<file path="src/design/ttx_enc_pkg.sv">
// Shared codes, sizes and encode functions for the teletext byte encoder.
`default_nettype none

package ttx_enc_pkg;

  // Function codes carried in the func field
  localparam logic [1:0] FUNC_PARITY  = 2'd0;
  localparam logic [1:0] FUNC_HAM84   = 2'd1;
  localparam logic [1:0] FUNC_HAM2418 = 2'd2;

  // Valid byte counts per result
  localparam logic [1:0] COUNT_NONE   = 2'd0;
  localparam logic [1:0] COUNT_SINGLE = 2'd1;
  localparam logic [1:0] COUNT_TRIPLE = 2'd3;

  localparam int FUNC_W  = 2;
  localparam int LOW_W   = 7;
  localparam int MID_W   = 6;
  localparam int HIGH_W  = 6;
  localparam int CODED_W = 24;
  localparam int COUNT_W = 2;

  // Hamming 8/4 code words, indexed by nibble
  localparam logic [7:0] HAM84_CODE [16] = '{
    8'h15, 8'h02, 8'h49, 8'h5e, 8'h64, 8'h73, 8'h38, 8'h2f,
    8'hd0, 8'hc7, 8'h8c, 8'h9b, 8'ha1, 8'hb6, 8'hfd, 8'hea
  };

  // Coverage of P1..P5 over triplet bits 22:0 (bit k is standard position k+1)
  localparam logic [22:0] HAM2418_MASK [5] = '{
    23'h555555, 23'h666666, 23'h787878, 23'h007f80, 23'h7f8000
  };

  // Odd-parity character: bit 7 set when the low seven bits have even weight
  function automatic logic [7:0] odd_parity_char(input logic [6:0] ch);
    odd_parity_char = {~(^ch), ch};
  endfunction

  // Hamming 24/18 triplet with odd parity groups and overall odd parity in P6
  function automatic logic [23:0] ham2418_encode(input logic [17:0] d);
    logic [23:0] w;
    w        = '0;
    w[2]     = d[0];
    w[6:4]   = d[3:1];
    w[14:8]  = d[10:4];
    w[22:16] = d[17:11];
    // Parity bits sit alone in their groups, so each is set independently
    for (int k = 0; k < 5; k++) begin
      w[(1 << k) - 1] = ~(^(w[22:0] & HAM2418_MASK[k]));
    end
    w[23] = ~(^w[22:0]);
    return w;
  endfunction

endpackage

`default_nettype wire

</file>
<file path="src/design/ttx_enc_encode.sv">
// Combinational encode of one transmission unit for the selected function.
`default_nettype none

module ttx_enc_encode
  import ttx_enc_pkg::*;
(
  input  wire logic [FUNC_W-1:0]  func,
  input  wire logic [LOW_W-1:0]   low_part,
  input  wire logic [MID_W-1:0]   mid_part,
  input  wire logic [HIGH_W-1:0]  high_part,
  output logic      [CODED_W-1:0] coded_bytes,
  output logic      [COUNT_W-1:0] byte_count
);

  logic [7:0]  par_byte;
  logic [7:0]  ham84_byte;
  logic [23:0] triplet;

  assign par_byte   = odd_parity_char(low_part);
  assign ham84_byte = HAM84_CODE[low_part[3:0]];
  assign triplet    = ham2418_encode({high_part, mid_part, low_part[5:0]});

  // Pick the code by function; an undefined code yields no bytes
  always_comb begin
    case (func)
      FUNC_PARITY: begin
        coded_bytes = {16'h0000, par_byte};
        byte_count  = COUNT_SINGLE;
      end
      FUNC_HAM84: begin
        coded_bytes = {16'h0000, ham84_byte};
        byte_count  = COUNT_SINGLE;
      end
      FUNC_HAM2418: begin
        coded_bytes = triplet;
        byte_count  = COUNT_TRIPLE;
      end
      default: begin
        coded_bytes = '0;
        byte_count  = COUNT_NONE;
      end
    endcase
  end

endmodule

`default_nettype wire

</file>
<file path="src/design/teletext_t42_byte_encoder_core.sv">
// Top level: input register, encoder logic and result register of the T42 byte encoder.
//
//   Channel | Direction | Handshake         | Payload
//   in_     | input     | in_valid/in_stall | func, low_part, mid_part, high_part
//   out_    | output    | out_valid/out_stall | coded_bytes, byte_count
//
// A beat loads the input register at acceptance and moves into the result register once
// that register is empty or being taken; one beat per cycle while out_stall stays low.
// The single encode stage sits between the two registers.
// Reset (rst_n low, synchronous) empties both registers.
// out_stall holds the result register; the input register drains into it
// whenever it is empty or being taken, and in_stall rises only when both are held.
`default_nettype none

module teletext_t42_byte_encoder_core
  import ttx_enc_pkg::*;
(
  input  wire logic               clk,
  input  wire logic               rst_n,
  input  wire logic               in_valid,
  output logic                    in_stall,
  input  wire logic [FUNC_W-1:0]  in_func,
  input  wire logic [LOW_W-1:0]   in_low_part,
  input  wire logic [MID_W-1:0]   in_mid_part,
  input  wire logic [HIGH_W-1:0]  in_high_part,
  output logic                    out_valid,
  input  wire logic               out_stall,
  output logic [CODED_W-1:0]      out_coded_bytes,
  output logic [COUNT_W-1:0]      out_byte_count
);

  logic                s1_valid_r;
  logic [FUNC_W-1:0]   s1_func_r;
  logic [LOW_W-1:0]    s1_low_r;
  logic [MID_W-1:0]    s1_mid_r;
  logic [HIGH_W-1:0]   s1_high_r;
  logic                out_valid_r;
  logic [CODED_W-1:0]  out_coded_r;
  logic [COUNT_W-1:0]  out_count_r;
  logic [CODED_W-1:0]  coded_nxt;
  logic [COUNT_W-1:0]  count_nxt;
  logic                out_load;
  logic                s1_load;

  // Advance when the next stage is empty or being drained
  assign out_load = !out_valid_r || !out_stall;
  assign s1_load  = !s1_valid_r || out_load;
  assign in_stall = !s1_load;

  ttx_enc_encode u_encode (
    .func        (s1_func_r),
    .low_part    (s1_low_r),
    .mid_part    (s1_mid_r),
    .high_part   (s1_high_r),
    .coded_bytes (coded_nxt),
    .byte_count  (count_nxt)
  );

  // Input register: valid bit
  always_ff @(posedge clk) begin
    if (!rst_n) begin
      s1_valid_r <= 1'b0;
    end else if (s1_load) begin
      s1_valid_r <= in_valid;
    end
  end

  // Input register: payload
  always_ff @(posedge clk) begin
    if (s1_load && in_valid) begin
      s1_func_r <= in_func;
      s1_low_r  <= in_low_part;
      s1_mid_r  <= in_mid_part;
      s1_high_r <= in_high_part;
    end
  end

  // Result register: valid bit
  always_ff @(posedge clk) begin
    if (!rst_n) begin
      out_valid_r <= 1'b0;
    end else if (out_load) begin
      out_valid_r <= s1_valid_r;
    end
  end

  // Result register: payload
  always_ff @(posedge clk) begin
    if (out_load && s1_valid_r) begin
      out_coded_r <= coded_nxt;
      out_count_r <= count_nxt;
    end
  end

  assign out_valid       = out_valid_r;
  assign out_coded_bytes = out_coded_r;
  assign out_byte_count  = out_count_r;

endmodule

`default_nettype wire

</file>
<file path="config.mk">
export PLATFORM = sky130hd
export DESIGN_NAME = teletext_t42_byte_encoder_core
export DESIGN_NICKNAME = d
export VERILOG_FILES = /design/src/design/ttx_enc_pkg.sv /design/src/design/ttx_enc_encode.sv /design/src/design/teletext_t42_byte_encoder_core.sv
export SDC_FILE = /design/constraint.sdc
export NUM_CORES = 1
export LEC_CHECK = 0
export ABC_CLOCK_PERIOD_IN_PS = 2800
export BUFFER_PORTS_ARGS = -buffer_cell sky130_fd_sc_hd__clkbuf_2
export CORE_UTILIZATION = 48
export CTS_CLUSTER_DIAMETER = 50
export CTS_CLUSTER_SIZE = 28
export DETAILED_ROUTE_END_ITERATION = 8
export GPL_TIMING_DRIVEN = 0
export PLACE_DENSITY = 0.76
export SYNTH_ARGS = -nofsm -noshare
export SYNTH_HDL_FRONTEND = slang
export SYNTH_SLANG_ARGS = --single-unit
</file>
<file path="constraint.sdc">
create_clock -name clk -period 2.8 [get_ports clk]
set_input_delay 0.56 -clock clk [delete_from_list [all_inputs] [get_ports clk]]
set_output_delay 0.56 -clock clk [all_outputs]
set_load 0.02 [all_outputs]
</file>
==> impl_metrics.toml <==
[synthesis]
synth_fp_nets = 175
syn-instance-count = 150
ys_ff_latch = 49
yosysTopAreaCellShare_pct = 63.66
synth_top_area_cell = "edfxtp_1"
yosys_warnings = 0
synth_area_um2 = 2217
seq_area_frac_synth_pct = 65.46
synth.avg_cell_area_um2 = 14.78
ys_types = 27
netlist_top_cells_area = "edfxtp_1, xnor2_1, and2_1, xnor3_1, xor2_1"

[placement]
gp_congestion = 0.8060
place_ws_ns = 0.6793
post-dp-hpwl_um = 2748
io_buffer_count = 52
dpl_cell_area_um2 = 2579

[timing]
finalWorstSetupSlack_ns = 0.6793
hold_viol_final = 0
finClkSkew_ns = 0.006866
drv_slew = 0
tightestPinTransition_ns = 0.7008
whs_ns = 0.4328
fin_crit_sh_pct = 75.74
max-slew-margin-rel_pct = 53.01
min_period_ns = 2.121
tns_ns = 0
rsz0062_at_grt = "no"
max_freq_ghz = 0.4715
setup_viol = 0

[drt]
wl_per_cell_um = 13.86
first_pass_iters = 4
drc = 0
detail-route-antenna-nets = 0
drtIter0Drc = 54
wirelength_um = 3645
vias = 1315
avgViaCountPerCell = 5.000

[global_route]
grt_overflow = 0
grt_usage_pct = 16.36
grt_max_degree = 17
grt_pass1_wl_um = 5947
antenna_found_initial = 0
grt_pass1_vias = 1247

[power]
leakagePower_nw = 1.061
ir_drop_mv = 0.2799
power.density_nw_per_um2 = 609.3

[critical_path]
cp.required_ns = 2.85
worst-path-max-fanout = 4
crit_path_end_kind = "flop"
critPathLaunchType = "flop"
worstPathArrival_ns = 2.17
r2r-start = "s1_high_r[5]"
crit_type = "flop to flop"
reg2reg_depth = 6
ff2ff_setup_slack_ns = 0.68
r2r-end = "out_coded_bytes[23]"

[cells_and_area]
syn2layout_area_growth_pct = 19.75
layout.nets = 236
final_cell_area_um2 = 2655
post-route-util_pct = 60.56
antennaDiodeCount = 0
drive_above_1_share_pct = 31.75

[die]
io_pins = 53
die_h_um = 69.97
core_um2 = 4384
die-width_um = 69.97
start_util_pct = 50.57
fp.dieArea_um2 = 4895
rows = 24

[clock_tree]
clockBufferDepth = 2
numCtsBuffers = 5
cts_setup_buffers = 0
hold_buffers = 0
clk_latency_ns = 0.30
cts.repair.resized = 0
cts_tree = "done"
htree_levels = 2
clk_pin_slew_ns = 0.08
cts_sinks = 49
cts-root-buf = "clkbuf_8"

[flow_run]
max-cap-violations = 0

[run_status]
status = "complete, no violations"

[min_path]
holdPathStages = 1
hp-class = "input port to flop"
hp-start = "in_high_part[2]"
min_to = "s1_high_r[2]"
## logic make-up (layout without fill, tap and decap cells)
logic type	after synthesis	in the layout	synth area share, %
compound gates	18	18	5.023
xor+xnor	39	39	19.41
buf+inv	10	71	1.693
flops	49	49	65.46
simple gates	34	34	8.409
## critical path, stage by stage (launching register included)
cell and delay, ns:
edfxtp_1 0.47, xor3_2 0.44, xnor3_2 0.42, xnor2_2 0.20
xnor2_1 0.16, xnor2_1 0.13, nor2_1 0.05
## stage by stage
| step | power [W] | instances |
|---|---|---|
| 2_1_floorplan | 0.001168 | 150 |
| 3_3_place_gp | 0.001239 | 254 |
| 3_5_place_dp | 0.001256 | 256 |
| 4_1_cts | 0.001634 | 263 |
| 5_1_grt | 0.001689 | 263 |
| 6_report | 0.001618 | 263 |
## cells in the final DEF (no fill, tap or decap), drive strengths merged
master and count:
nand2 7, a31oi 3, xnor3 3, nor2b 5, xor3 2, a21oi 1
o22ai 3, o21a 1, buf 2, nor2 4, o21ai 7, and2 14
and3 1, a21boi 1, dfxtp 2, clkbuf 64, nand2b 3, a22o 1
a211o 1, edfxtp 47, clkinv 1, xnor2 29, inv 4, xor2 5
## final cells by class
| class | count | area [um2] |
|---|---|---|
| timing repair buffer | 54 | 290.3 |
| buffer | 6 | 22.52 |
| sequential | 49 | 1451 |
| fill | 355 | 1729 |
| multi-input combinational | 91 | 734.5 |
| tap | 52 | 65.06 |
| inverter | 4 | 15.01 |
| clock inverter | 1 | 3.754 |
| clock buffer | 6 | 72.57 |
## worst max-delay path by stage
stage / to / from
after floorplan: out_byte_count[0] / out_stall
after global placement: out_coded_bytes[9] / out_stall
after detailed placement: out_coded_bytes[23] / s1_high_r[5]
after CTS: out_coded_bytes[23] / s1_high_r[5]
after global routing: out_coded_bytes[23] / s1_high_r[5]
final: out_coded_bytes[23] / s1_high_r[5]
## report_power, final
| part | internal, W | total [W] | leakage (nW) | switching, W |
|---|---|---|---|---|
| logic | 0.000179 | 0.000354 | 0.556 | 0.000175 |
| registers | 0.000858 | 0.000882 | 0.466 | 0.0000246 |
| clock network | 0.000169 | 0.000381 | 0.0387 | 0.000213 |
## cells in the mapped netlist (all sizes together)
| cell | instances |
|---|---|
| and2 | 14 |
| nand2 | 7 |
| xnor2 | 29 |
| nor2 | 4 |
| a31oi | 3 |
| o21a | 1 |
| xor2 | 5 |
| inv | 4 |
| and3 | 1 |
| dfxtp | 2 |
| nor2b | 5 |
| a22o | 1 |
| edfxtp | 47 |
| xor3 | 2 |
| o22ai | 3 |
| o21ai | 7 |
| xnor3 | 3 |
| a211o | 1 |
| a21oi | 1 |
| clkbuf | 6 |
| a21boi | 1 |
| nand2b | 3 |
## per-layer routing
layer	vias up	share of wire (%)	global-route usage, %
li1	642	-	-
met1	625	45	20.94
met5	-	0	0
met4	0	1.9	6.667
met3	8	4.9	4.618
met2	40	48	26.28
## flip-flops by register name, summed over array words and instances, names as in the netlist
| signal | cells |
|---|---|
| out_byte_count | 2 |
| out_coded_bytes | 24 |
| out_valid | 1 |
| s1_func_r | 2 |
| s1_high_r | 6 |
| s1_low_r | 7 |
| s1_mid_r | 6 |
| s1_valid_r | 1 |
Note: power is estimated with default switching activity, not from simulation.
